===== src/sde_pkg.sv =====
// Package of the step/direction executor: widths, register codes, item structs.
// Used by every RTL file of the block; depends on nothing.
package sde_pkg;

   localparam int AXIS_COUNT   = 4;
   localparam int REPEAT_LIMIT = 64;

   localparam int PIN_W      = 5;
   localparam int WORD_W     = 32;
   localparam int POS_W      = 32;
   localparam int BITS_W     = AXIS_COUNT;
   localparam int REP_W      = 6;
   localparam int CNT_W      = $clog2(REPEAT_LIMIT + 1);
   localparam int CSR_IDX_W  = 4;
   localparam int CSR_DATA_W = PIN_W;

   localparam logic [CSR_IDX_W-1:0] REG_STEP_PIN_A = CSR_IDX_W'(0);
   localparam logic [CSR_IDX_W-1:0] REG_STEP_PIN_B = CSR_IDX_W'(1);
   localparam logic [CSR_IDX_W-1:0] REG_STEP_PIN_C = CSR_IDX_W'(2);
   localparam logic [CSR_IDX_W-1:0] REG_STEP_PIN_D = CSR_IDX_W'(3);
   localparam logic [CSR_IDX_W-1:0] REG_DIR_PIN_A  = CSR_IDX_W'(4);
   localparam logic [CSR_IDX_W-1:0] REG_DIR_PIN_B  = CSR_IDX_W'(5);
   localparam logic [CSR_IDX_W-1:0] REG_DIR_PIN_C  = CSR_IDX_W'(6);
   localparam logic [CSR_IDX_W-1:0] REG_DIR_PIN_D  = CSR_IDX_W'(7);

   localparam logic MODE_RUN  = 1'b0;
   localparam logic MODE_LOAD = 1'b1;

   typedef struct packed {
      logic                    mode;
      logic [BITS_W-1:0]       step_bits;
      logic [BITS_W-1:0]       dir_bits;
      logic [REP_W-1:0]        repeat_count;
      logic signed [POS_W-1:0] load_pos_a;
      logic signed [POS_W-1:0] load_pos_b;
      logic signed [POS_W-1:0] load_pos_c;
      logic signed [POS_W-1:0] load_pos_d;
   } req_item_type;

   typedef struct packed {
      logic [WORD_W-1:0]       dir_set_word;
      logic [WORD_W-1:0]       dir_clear_word;
      logic [WORD_W-1:0]       step_set_word;
      logic [WORD_W-1:0]       step_clear_word;
      logic signed [POS_W-1:0] pos_a;
      logic signed [POS_W-1:0] pos_b;
      logic signed [POS_W-1:0] pos_c;
      logic signed [POS_W-1:0] pos_d;
      logic                    last_tick;
   } rsp_item_type;

   typedef struct packed {
      logic capture;
      logic load;
      logic tick;
   } dp_cmd_type;

   typedef struct packed {
      logic last;
      logic out_free;
   } dp_status_type;

endpackage


===== src/sde_req_if.sv =====
// Request channel of the step/direction executor: valid/ready plus command word.
// Depends on sde_pkg.
interface sde_req_if;
   logic                            valid;
   logic                            ready;
   logic                            mode;
   logic [sde_pkg::BITS_W-1:0]      step_bits;
   logic [sde_pkg::BITS_W-1:0]      dir_bits;
   logic [sde_pkg::REP_W-1:0]       repeat_count;
   logic signed [sde_pkg::POS_W-1:0] load_pos_a;
   logic signed [sde_pkg::POS_W-1:0] load_pos_b;
   logic signed [sde_pkg::POS_W-1:0] load_pos_c;
   logic signed [sde_pkg::POS_W-1:0] load_pos_d;

   modport source (output valid, mode, step_bits, dir_bits, repeat_count,
                   load_pos_a, load_pos_b, load_pos_c, load_pos_d, input ready);
   modport sink   (input valid, mode, step_bits, dir_bits, repeat_count,
                   load_pos_a, load_pos_b, load_pos_c, load_pos_d, output ready);
endinterface


===== src/sde_rsp_if.sv =====
// Result channel of the step/direction executor: valid/ready plus tick word.
// Depends on sde_pkg.
interface sde_rsp_if;
   logic                             valid;
   logic                             ready;
   logic [sde_pkg::WORD_W-1:0]       dir_set_word;
   logic [sde_pkg::WORD_W-1:0]       dir_clear_word;
   logic [sde_pkg::WORD_W-1:0]       step_set_word;
   logic [sde_pkg::WORD_W-1:0]       step_clear_word;
   logic signed [sde_pkg::POS_W-1:0] pos_a;
   logic signed [sde_pkg::POS_W-1:0] pos_b;
   logic signed [sde_pkg::POS_W-1:0] pos_c;
   logic signed [sde_pkg::POS_W-1:0] pos_d;
   logic                             last_tick;

   modport source (output valid, dir_set_word, dir_clear_word, step_set_word,
                   step_clear_word, pos_a, pos_b, pos_c, pos_d, last_tick,
                   input ready);
   modport sink   (input valid, dir_set_word, dir_clear_word, step_set_word,
                   step_clear_word, pos_a, pos_b, pos_c, pos_d, last_tick,
                   output ready);
endinterface


===== src/stepper_step_dir_executor.sv =====
// First tick word: after the command word is taken the controller enters RUN, then
// issues ticks into the single output register; a run command issues repeat_count + 1
// tick words, a load command none; a stalled output holds ticks.
// Reset (synchronous, high): positions zero, pins to their defaults, channels empty.
// Top level: joins the request/result channels, controller and datapath.
module stepper_step_dir_executor (
   input  logic                           clock,
   input  logic                           reset,
   input  logic                           csr_we,
   input  logic [sde_pkg::CSR_IDX_W-1:0]  csr_index,
   input  logic [sde_pkg::CSR_DATA_W-1:0] csr_wdata,
   sde_req_if.sink                        req_ch,
   sde_rsp_if.source                      rsp_ch
);

   sde_pkg::req_item_type  req_item;
   sde_pkg::rsp_item_type  rsp_item;
   sde_pkg::dp_cmd_type    cmd;
   sde_pkg::dp_status_type status;
   logic                   req_ready;
   logic                   rsp_valid;

   assign req_item.mode         = req_ch.mode;
   assign req_item.step_bits    = req_ch.step_bits;
   assign req_item.dir_bits     = req_ch.dir_bits;
   assign req_item.repeat_count = req_ch.repeat_count;
   assign req_item.load_pos_a   = req_ch.load_pos_a;
   assign req_item.load_pos_b   = req_ch.load_pos_b;
   assign req_item.load_pos_c   = req_ch.load_pos_c;
   assign req_item.load_pos_d   = req_ch.load_pos_d;
   assign req_ch.ready          = req_ready;

   sde_ctrl u_ctrl (
      .clock     (clock),
      .reset     (reset),
      .req_valid (req_ch.valid),
      .req_mode  (req_ch.mode),
      .req_ready (req_ready),
      .status    (status),
      .cmd       (cmd)
   );

   sde_datapath u_datapath (
      .clock     (clock),
      .reset     (reset),
      .csr_we    (csr_we),
      .csr_index (csr_index),
      .csr_wdata (csr_wdata),
      .req_item  (req_item),
      .cmd       (cmd),
      .status    (status),
      .rsp_ready (rsp_ch.ready),
      .rsp_valid (rsp_valid),
      .rsp_item  (rsp_item)
   );

   assign rsp_ch.valid           = rsp_valid;
   assign rsp_ch.dir_set_word    = rsp_item.dir_set_word;
   assign rsp_ch.dir_clear_word  = rsp_item.dir_clear_word;
   assign rsp_ch.step_set_word   = rsp_item.step_set_word;
   assign rsp_ch.step_clear_word = rsp_item.step_clear_word;
   assign rsp_ch.pos_a           = rsp_item.pos_a;
   assign rsp_ch.pos_b           = rsp_item.pos_b;
   assign rsp_ch.pos_c           = rsp_item.pos_c;
   assign rsp_ch.pos_d           = rsp_item.pos_d;
   assign rsp_ch.last_tick       = rsp_item.last_tick;

endmodule


===== src/sde_datapath.sv =====
// Datapath: pin registers, axis positions, tick counter and the output word register.
// Depends on sde_pkg; driven by sde_ctrl through dp_cmd_type.
module sde_datapath (
   input  logic                              clock,
   input  logic                              reset,
   input  logic                              csr_we,
   input  logic [sde_pkg::CSR_IDX_W-1:0]     csr_index,
   input  logic [sde_pkg::CSR_DATA_W-1:0]    csr_wdata,
   input  sde_pkg::req_item_type             req_item,
   input  sde_pkg::dp_cmd_type               cmd,
   output sde_pkg::dp_status_type            status,
   input  logic                              rsp_ready,
   output logic                              rsp_valid,
   output sde_pkg::rsp_item_type             rsp_item
);

   logic [sde_pkg::PIN_W-1:0]        step_pin_ff [sde_pkg::AXIS_COUNT];
   logic [sde_pkg::PIN_W-1:0]        dir_pin_ff  [sde_pkg::AXIS_COUNT];
   logic [sde_pkg::POS_W-1:0]        pos_ff      [sde_pkg::AXIS_COUNT];
   logic [sde_pkg::POS_W-1:0]        pos_in      [sde_pkg::AXIS_COUNT];
   logic [sde_pkg::BITS_W-1:0]       step_bits_ff;
   logic [sde_pkg::BITS_W-1:0]       dir_bits_ff;
   logic [sde_pkg::CNT_W-1:0]        ticks_left_ff;
   logic [sde_pkg::CNT_W-1:0]        ticks_left_in;
   logic [sde_pkg::REP_W:0]          ticks_wide;
   logic                             valid_ff;
   sde_pkg::rsp_item_type            out_ff;
   sde_pkg::rsp_item_type            out_in;

   // pin registers
   always_ff @(posedge clock) begin
      if (reset) begin
         for (int i = 0; i < sde_pkg::AXIS_COUNT; i++) begin
            step_pin_ff[i] <= sde_pkg::PIN_W'(i);
            dir_pin_ff[i]  <= sde_pkg::PIN_W'(i + sde_pkg::AXIS_COUNT);
         end
      end else if (csr_we) begin
         case (csr_index)
            sde_pkg::REG_STEP_PIN_A: step_pin_ff[0] <= csr_wdata;
            sde_pkg::REG_STEP_PIN_B: step_pin_ff[1] <= csr_wdata;
            sde_pkg::REG_STEP_PIN_C: step_pin_ff[2] <= csr_wdata;
            sde_pkg::REG_STEP_PIN_D: step_pin_ff[3] <= csr_wdata;
            sde_pkg::REG_DIR_PIN_A:  dir_pin_ff[0]  <= csr_wdata;
            sde_pkg::REG_DIR_PIN_B:  dir_pin_ff[1]  <= csr_wdata;
            sde_pkg::REG_DIR_PIN_C:  dir_pin_ff[2]  <= csr_wdata;
            sde_pkg::REG_DIR_PIN_D:  dir_pin_ff[3]  <= csr_wdata;
            default: ;
         endcase
      end
   end

   // tick count, capped at the repeat limit
   always_comb begin
      ticks_wide = {1'b0, req_item.repeat_count} + (sde_pkg::REP_W + 1)'(1);
      if (ticks_wide > (sde_pkg::REP_W + 1)'(sde_pkg::REPEAT_LIMIT)) begin
         ticks_wide = (sde_pkg::REP_W + 1)'(sde_pkg::REPEAT_LIMIT);
      end
      ticks_left_in = ticks_left_ff;
      if (cmd.load) begin
         ticks_left_in = '0;
      end else if (cmd.capture) begin
         ticks_left_in = sde_pkg::CNT_W'(ticks_wide);
      end else if (cmd.tick) begin
         ticks_left_in = ticks_left_ff - sde_pkg::CNT_W'(1);
      end
   end

   always_ff @(posedge clock) begin
      if (reset) begin
         ticks_left_ff <= '0;
      end else begin
         ticks_left_ff <= ticks_left_in;
      end
      if (cmd.capture) begin
         step_bits_ff <= req_item.step_bits;
         dir_bits_ff  <= req_item.dir_bits;
      end
   end

   // pin words and next positions of one tick
   always_comb begin
      out_in = '0;
      for (int i = 0; i < sde_pkg::AXIS_COUNT; i++) begin
         if (dir_bits_ff[i]) begin
            out_in.dir_set_word = out_in.dir_set_word
                                | (sde_pkg::WORD_W'(1) << dir_pin_ff[i]);
         end else begin
            out_in.dir_clear_word = out_in.dir_clear_word
                                  | (sde_pkg::WORD_W'(1) << dir_pin_ff[i]);
         end
         if (step_bits_ff[i]) begin
            out_in.step_set_word = out_in.step_set_word
                                 | (sde_pkg::WORD_W'(1) << step_pin_ff[i]);
            pos_in[i] = pos_ff[i] + {{(sde_pkg::POS_W-1){~dir_bits_ff[i]}}, 1'b1};
         end else begin
            pos_in[i] = pos_ff[i];
         end
         out_in.step_clear_word = out_in.step_clear_word
                                | (sde_pkg::WORD_W'(1) << step_pin_ff[i]);
      end
      out_in.pos_a     = pos_in[0];
      out_in.pos_b     = pos_in[1];
      out_in.pos_c     = pos_in[2];
      out_in.pos_d     = pos_in[3];
      out_in.last_tick = status.last;
   end

   always_ff @(posedge clock) begin
      if (reset) begin
         for (int i = 0; i < sde_pkg::AXIS_COUNT; i++) begin
            pos_ff[i] <= '0;
         end
      end else if (cmd.load) begin
         pos_ff[0] <= req_item.load_pos_a;
         pos_ff[1] <= req_item.load_pos_b;
         pos_ff[2] <= req_item.load_pos_c;
         pos_ff[3] <= req_item.load_pos_d;
      end else if (cmd.tick) begin
         pos_ff <= pos_in;
      end
   end

   // output word register
   always_ff @(posedge clock) begin
      if (reset) begin
         valid_ff <= 1'b0;
      end else if (cmd.tick) begin
         valid_ff <= 1'b1;
      end else if (rsp_ready) begin
         valid_ff <= 1'b0;
      end
      if (cmd.tick) begin
         out_ff <= out_in;
      end
   end

   assign status.last     = (ticks_left_ff == sde_pkg::CNT_W'(1));
   assign status.out_free = !valid_ff || rsp_ready;
   assign rsp_valid       = valid_ff;
   assign rsp_item        = out_ff;

endmodule


===== src/sde_ctrl.sv =====
// Controller: takes a command word; for a run command it then issues one tick per free output slot.
// Depends on sde_pkg; commands sde_datapath.
module sde_ctrl (
   input  logic                    clock,
   input  logic                    reset,
   input  logic                    req_valid,
   input  logic                    req_mode,
   output logic                    req_ready,
   input  sde_pkg::dp_status_type  status,
   output sde_pkg::dp_cmd_type     cmd
);

   typedef enum logic {
      IDLE,
      RUN
   } state_type;

   state_type state_ff;
   logic      accept;

   assign req_ready   = (state_ff == IDLE);
   assign accept      = req_valid && req_ready;
   assign cmd.capture = accept && (req_mode == sde_pkg::MODE_RUN);
   assign cmd.load    = accept && (req_mode == sde_pkg::MODE_LOAD);
   assign cmd.tick    = (state_ff == RUN) && status.out_free;

   always_ff @(posedge clock) begin
      if (reset) begin
         state_ff <= IDLE;
      end else begin
         case (state_ff)
            IDLE: begin
               if (cmd.capture) begin
                  state_ff <= RUN;
               end
            end
            RUN: begin
               if (cmd.tick && status.last) begin
                  state_ff <= IDLE;
               end
            end
            default: state_ff <= IDLE;
         endcase
      end
   end

endmodule


===== src/flat_wrapper.sv =====
// flat-port wrapper written by rule: the top's interface ports become plain ports
module stepper_step_dir_executor_flat 
  (clock, reset, csr_we, csr_index, csr_wdata, req_ch_valid, req_ch_mode, req_ch_step_bits, req_ch_dir_bits, req_ch_repeat_count, req_ch_load_pos_a, req_ch_load_pos_b, req_ch_load_pos_c, req_ch_load_pos_d, req_ch_ready, rsp_ch_valid, rsp_ch_dir_set_word, rsp_ch_dir_clear_word, rsp_ch_step_set_word, rsp_ch_step_clear_word, rsp_ch_pos_a, rsp_ch_pos_b, rsp_ch_pos_c, rsp_ch_pos_d, rsp_ch_last_tick, rsp_ch_ready);
  sde_req_if req_ch_i ();
  sde_rsp_if rsp_ch_i ();
  input  logic clock;
  input  logic reset;
  input  logic csr_we;
  input  logic [sde_pkg::CSR_IDX_W-1:0] csr_index;
  input  logic [sde_pkg::CSR_DATA_W-1:0] csr_wdata;
  input wire logic [$bits(req_ch_i.valid)-1:0] req_ch_valid;
  input wire logic [$bits(req_ch_i.mode)-1:0] req_ch_mode;
  input wire logic [$bits(req_ch_i.step_bits)-1:0] req_ch_step_bits;
  input wire logic [$bits(req_ch_i.dir_bits)-1:0] req_ch_dir_bits;
  input wire logic [$bits(req_ch_i.repeat_count)-1:0] req_ch_repeat_count;
  input wire logic [$bits(req_ch_i.load_pos_a)-1:0] req_ch_load_pos_a;
  input wire logic [$bits(req_ch_i.load_pos_b)-1:0] req_ch_load_pos_b;
  input wire logic [$bits(req_ch_i.load_pos_c)-1:0] req_ch_load_pos_c;
  input wire logic [$bits(req_ch_i.load_pos_d)-1:0] req_ch_load_pos_d;
  output wire logic [$bits(req_ch_i.ready)-1:0] req_ch_ready;
  output wire logic [$bits(rsp_ch_i.valid)-1:0] rsp_ch_valid;
  output wire logic [$bits(rsp_ch_i.dir_set_word)-1:0] rsp_ch_dir_set_word;
  output wire logic [$bits(rsp_ch_i.dir_clear_word)-1:0] rsp_ch_dir_clear_word;
  output wire logic [$bits(rsp_ch_i.step_set_word)-1:0] rsp_ch_step_set_word;
  output wire logic [$bits(rsp_ch_i.step_clear_word)-1:0] rsp_ch_step_clear_word;
  output wire logic [$bits(rsp_ch_i.pos_a)-1:0] rsp_ch_pos_a;
  output wire logic [$bits(rsp_ch_i.pos_b)-1:0] rsp_ch_pos_b;
  output wire logic [$bits(rsp_ch_i.pos_c)-1:0] rsp_ch_pos_c;
  output wire logic [$bits(rsp_ch_i.pos_d)-1:0] rsp_ch_pos_d;
  output wire logic [$bits(rsp_ch_i.last_tick)-1:0] rsp_ch_last_tick;
  input wire logic [$bits(rsp_ch_i.ready)-1:0] rsp_ch_ready;
  assign req_ch_i.valid = req_ch_valid;
  assign req_ch_i.mode = req_ch_mode;
  assign req_ch_i.step_bits = req_ch_step_bits;
  assign req_ch_i.dir_bits = req_ch_dir_bits;
  assign req_ch_i.repeat_count = req_ch_repeat_count;
  assign req_ch_i.load_pos_a = req_ch_load_pos_a;
  assign req_ch_i.load_pos_b = req_ch_load_pos_b;
  assign req_ch_i.load_pos_c = req_ch_load_pos_c;
  assign req_ch_i.load_pos_d = req_ch_load_pos_d;
  assign req_ch_ready = req_ch_i.ready;
  assign rsp_ch_valid = rsp_ch_i.valid;
  assign rsp_ch_dir_set_word = rsp_ch_i.dir_set_word;
  assign rsp_ch_dir_clear_word = rsp_ch_i.dir_clear_word;
  assign rsp_ch_step_set_word = rsp_ch_i.step_set_word;
  assign rsp_ch_step_clear_word = rsp_ch_i.step_clear_word;
  assign rsp_ch_pos_a = rsp_ch_i.pos_a;
  assign rsp_ch_pos_b = rsp_ch_i.pos_b;
  assign rsp_ch_pos_c = rsp_ch_i.pos_c;
  assign rsp_ch_pos_d = rsp_ch_i.pos_d;
  assign rsp_ch_last_tick = rsp_ch_i.last_tick;
  assign rsp_ch_i.ready = rsp_ch_ready;
  stepper_step_dir_executor u_core (.clock(clock), .reset(reset), .csr_we(csr_we), .csr_index(csr_index), .csr_wdata(csr_wdata), .req_ch(req_ch_i), .rsp_ch(rsp_ch_i));
endmodule

===== config.mk =====
export PLATFORM = sky130hd
export DESIGN_NAME = stepper_step_dir_executor_flat
export DESIGN_NICKNAME = d
export VERILOG_FILES = /design/src/sde_pkg.sv /design/src/sde_req_if.sv /design/src/sde_rsp_if.sv /design/src/stepper_step_dir_executor.sv /design/src/sde_datapath.sv /design/src/sde_ctrl.sv /design/src/flat_wrapper.sv
export SDC_FILE = /design/constraint.sdc
export NUM_CORES = 1
export LEC_CHECK = 0
export BUFFER_PORTS_ARGS = -buffer_cell sky130_fd_sc_hd__buf_2
export CAP_MARGIN = 20
export CORE_ASPECT_RATIO = 0.9
export CORE_MARGIN = 5
export CORE_UTILIZATION = 48
export DETAILED_ROUTE_END_ITERATION = 16
export PLACE_DENSITY = 0.72
export SLEW_MARGIN = 20
export SYNTH_ARGS = -nofsm -noshare
export SYNTH_HDL_FRONTEND = slang
export SYNTH_HIERARCHICAL = 1
export SYNTH_SLANG_ARGS = --single-unit

===== constraint.sdc =====
create_clock -name clock -period 7.9 [get_ports clock]
set_input_delay 2.37 -clock clock [delete_from_list [all_inputs] [get_ports clock]]
set_output_delay 2.37 -clock clock [all_outputs]
set_load 0.005 [all_outputs]

==> impl_metrics.ini <==
[sta]
finalHoldViolCount = 0
fin_crit_sh_pct = 62.16
worstMarginPinSlew_ns = 1.214
setup_violations = 0
max_slew_margin_pct = 18.79
rsz0062_at_grt = no
finClkSkew_ns = 0.02100
fin_crit_ns = 4.911
slew_violations = 0
timing.setup.tns_ns = 0
timing.fmax_mhz = 203.6
setup_ws_ns = 2.989

[grt]
grt_pass1_vias = 24220
antenna_found_initial = 16
grt_max_degree = 101
track_usage_pct = 27.86
grt_pass1_wl_um = 137800
overflow = 0

[yosys]
syn_area_um2 = 27300
synth_xor_area_share_pct = 4.235
synth_top_family_by_area = compound AO/OA/AOI/OAI gates
synth_edf_count = 305
synth_cells = 2855
synthMuxAreaShare_pct = 4.785
synth-compound-area-share_pct = 22.05
yosys.area_share.simple_pct = 16.12
ys_top_cells_by_area = edfxtp_1 (34%), dfxtp_1 (10%), ha_1 (5.7%)
syn_nets = 3140
synthAdderAreaFrac_pct = 5.976
yosysTopAreaCell = edfxtp_1
synth_ff_type = edfxtp_1
avgSynthCellArea_um2 = 9.562
synth_top_area_share_pct = 33.55
synth-seq-cells = 442
synth_cell_type_count = 86
netlist_top_cells_count = edfxtp_1 (305), nand2_1 (270), nor2_1 (261)
ys_seq_area_share_pct = 43.60
synth.most_common_cell = edfxtp_1
async_flop_share_pct = 0
ys_warn_count = 6

[power_and_ir_drop]
ir_drop_uv = 161.5
power_density_nw_per_um2 = 202.1
finalPower_uw = 6346
p_leak_uw = 0.01258

[final_layout]
layout-drive-gt1-share_pct = 20.82
fillers = 5091
stdcell_area_um2 = 31400
areaGrowthSynthToFinish_pct = 15.03
final_cell_count_no_fill = 3988
nets = 3463

[routing]
dr.pass1.iters = 6
drt_wl_total_um = 90410
num_vias = 24540
drt-wirelength-per-cell_um = 22.67
drc = 0
via_per_inst = 6.152
drt_iter0_drc = 2458
antenna_left = 0

[floorplan]
core_area_um2 = 56700
boundaryPins = 416
die_area_um2 = 61750
die_w_um = 261.4
initial_core_util_pct = 48.15
rows = 83
die_h_um = 236.2

[placement]
hpwl_um = 65110
place_ws_ns = 2.350
place_inst = 3894
postPlaceCellArea_um2 = 29900
io_buffers = 415
gp_congestion = 1.012

[clock_network]
cts_tree = yes
ctsResizeCount = 0
clkSlewWorstSetupHoldPaths_ns = 0.06
clock_path_buffers = 3
h-tree-depth = 2
postCtsSetupRepairBufs = 0
cts_hold_buf = 0
cts_root_buf = clkbuf_16
clock_sinks = 442
clk_latency_ns = 0.59
cts_inserted_buffers = 47

[job]
cap_violations = 0

[setup_path]
required_ns = 8.38
worst-setup-path-type = input port to flop
cp-start-kind = input port
worst_ep_arrival_time_ns = 5.39
critPathMaxFanout = 54
cp-end-kind = flop

[worst_hold_path]
min_path_type = flop to flop

[outcome]
status = finished clean
[flip-flops by register name, indices dropped and copies added (netlist names)]
| register | flops |
|---|---|
| u_core/u_datapath/rsp_item | 257 |
| u_core/u_datapath/pos_ff | 128 |
| u_core/u_datapath/dir_pin_ff | 20 |
| u_core/u_datapath/step_pin_ff | 20 |
| u_core/u_datapath/ticks_left_ff | 7 |
| u_core/u_datapath/dir_bits_ff | 4 |
| u_core/u_datapath/step_bits_ff | 4 |
| u_core/u_ctrl/state_ff | 1 |
| u_core/u_datapath/rsp_valid | 1 |
[cells by family (layout without fill, tap and decap cells)]
family,Yosys count,after routing
AND/OR/NAND/NOR,930,930
AO/OA/AOI/OAI,874,874
flip-flops,442,442
buffers and inverters,231,589
XOR/XNOR,132,132
adder cells (fa/ha/maj),128,128
multiplexers,118,118
other,0,10
[cell usage in the layout (no fill, tap or decap), types with 66 or more instances in the layout]
master	instances
mux2_2	100
o21ai_0	93
inv_1	66
edfxtp_1	305
o221ai_1	74
buf_2	414
a21o_1	72
dfxtp_1	137
nand2_1	270
xnor2_1	93
ha_1	124
a21oi_1	256
nor2_1	260
[final cells by class]
type / count / area [µm²] / share of cell area [%]
Timing Repair Buffer: 437 / 2257 / 7.188
Clock buffer: 70 / 1355 / 4.315
Clock inverter: 14 / 118.9 / 0.3785
Sequential cell: 442 / 11900 / 37.90
Inverter: 68 / 256.5 / 0.8168
Antenna cell: 10 / 25.02 / 0.07968
Multi-Input combinational cell: 2182 / 14530 / 46.28
Tap cell: 765 / 957.2 / 3.048
[critical path: stages]
cell and delay (ns):
buf_2 0.12, and3_4 0.58, clkinv_2 0.90, nand2_1 0.97, o32ai_1 0.15, a31o_2 0.26
[layer usage]
metal / track usage [%] / share of wire, % / vias up
li1: - / - / 11370
met1: 36.94 / 42 / 11850
met5: 0 / 0.075 / -
met3: 7.203 / 9.1 / 183
met4: 9.411 / 2.9 / 10
met2: 44.58 / 46 / 1117
[path summary, 6_finish.rpt]
path                                               from                                         end  slack (ns)  cells after the start
min reg2reg  u_core/u_datapath/pos_ff[122]$_SDFFE_PP0P_  u_core/u_datapath/pos_ff[122]$_SDFFE_PP0P_        0.51                      2
max                                         req_ch_mode   u_core/u_datapath/pos_ff[16]$_SDFFE_PP0P_        2.99                      6
max reg2reg  u_core/u_datapath/dir_bits_ff[1]$_DFFE_PP_    u_core/u_datapath/rsp_item[96]$_DFFE_PP_        3.23                     14
min          u_core/u_datapath/pos_ff[122]$_SDFFE_PP0P_  u_core/u_datapath/pos_ff[122]$_SDFFE_PP0P_        0.51                      2
[stage by stage]
stage / hold WS, ns / utilization, %
final: 0.5072 / 55.38
after global routing: 0.5246 / 55.35
after CTS: 0.5050 / 55.33
after detailed placement: 0.4929 / 52.73
after global placement: 0.4793 / 52.73
after floorplan: 0.4651 / -
[power breakdown]
group          total [µW]  switching (µW)  internal, µW
Combinational        1380             822           560
Sequential           2800             124          2680
Clock                2160             918          1240
Total                6350            1860          4480
(Power assumes the default switching activity.)
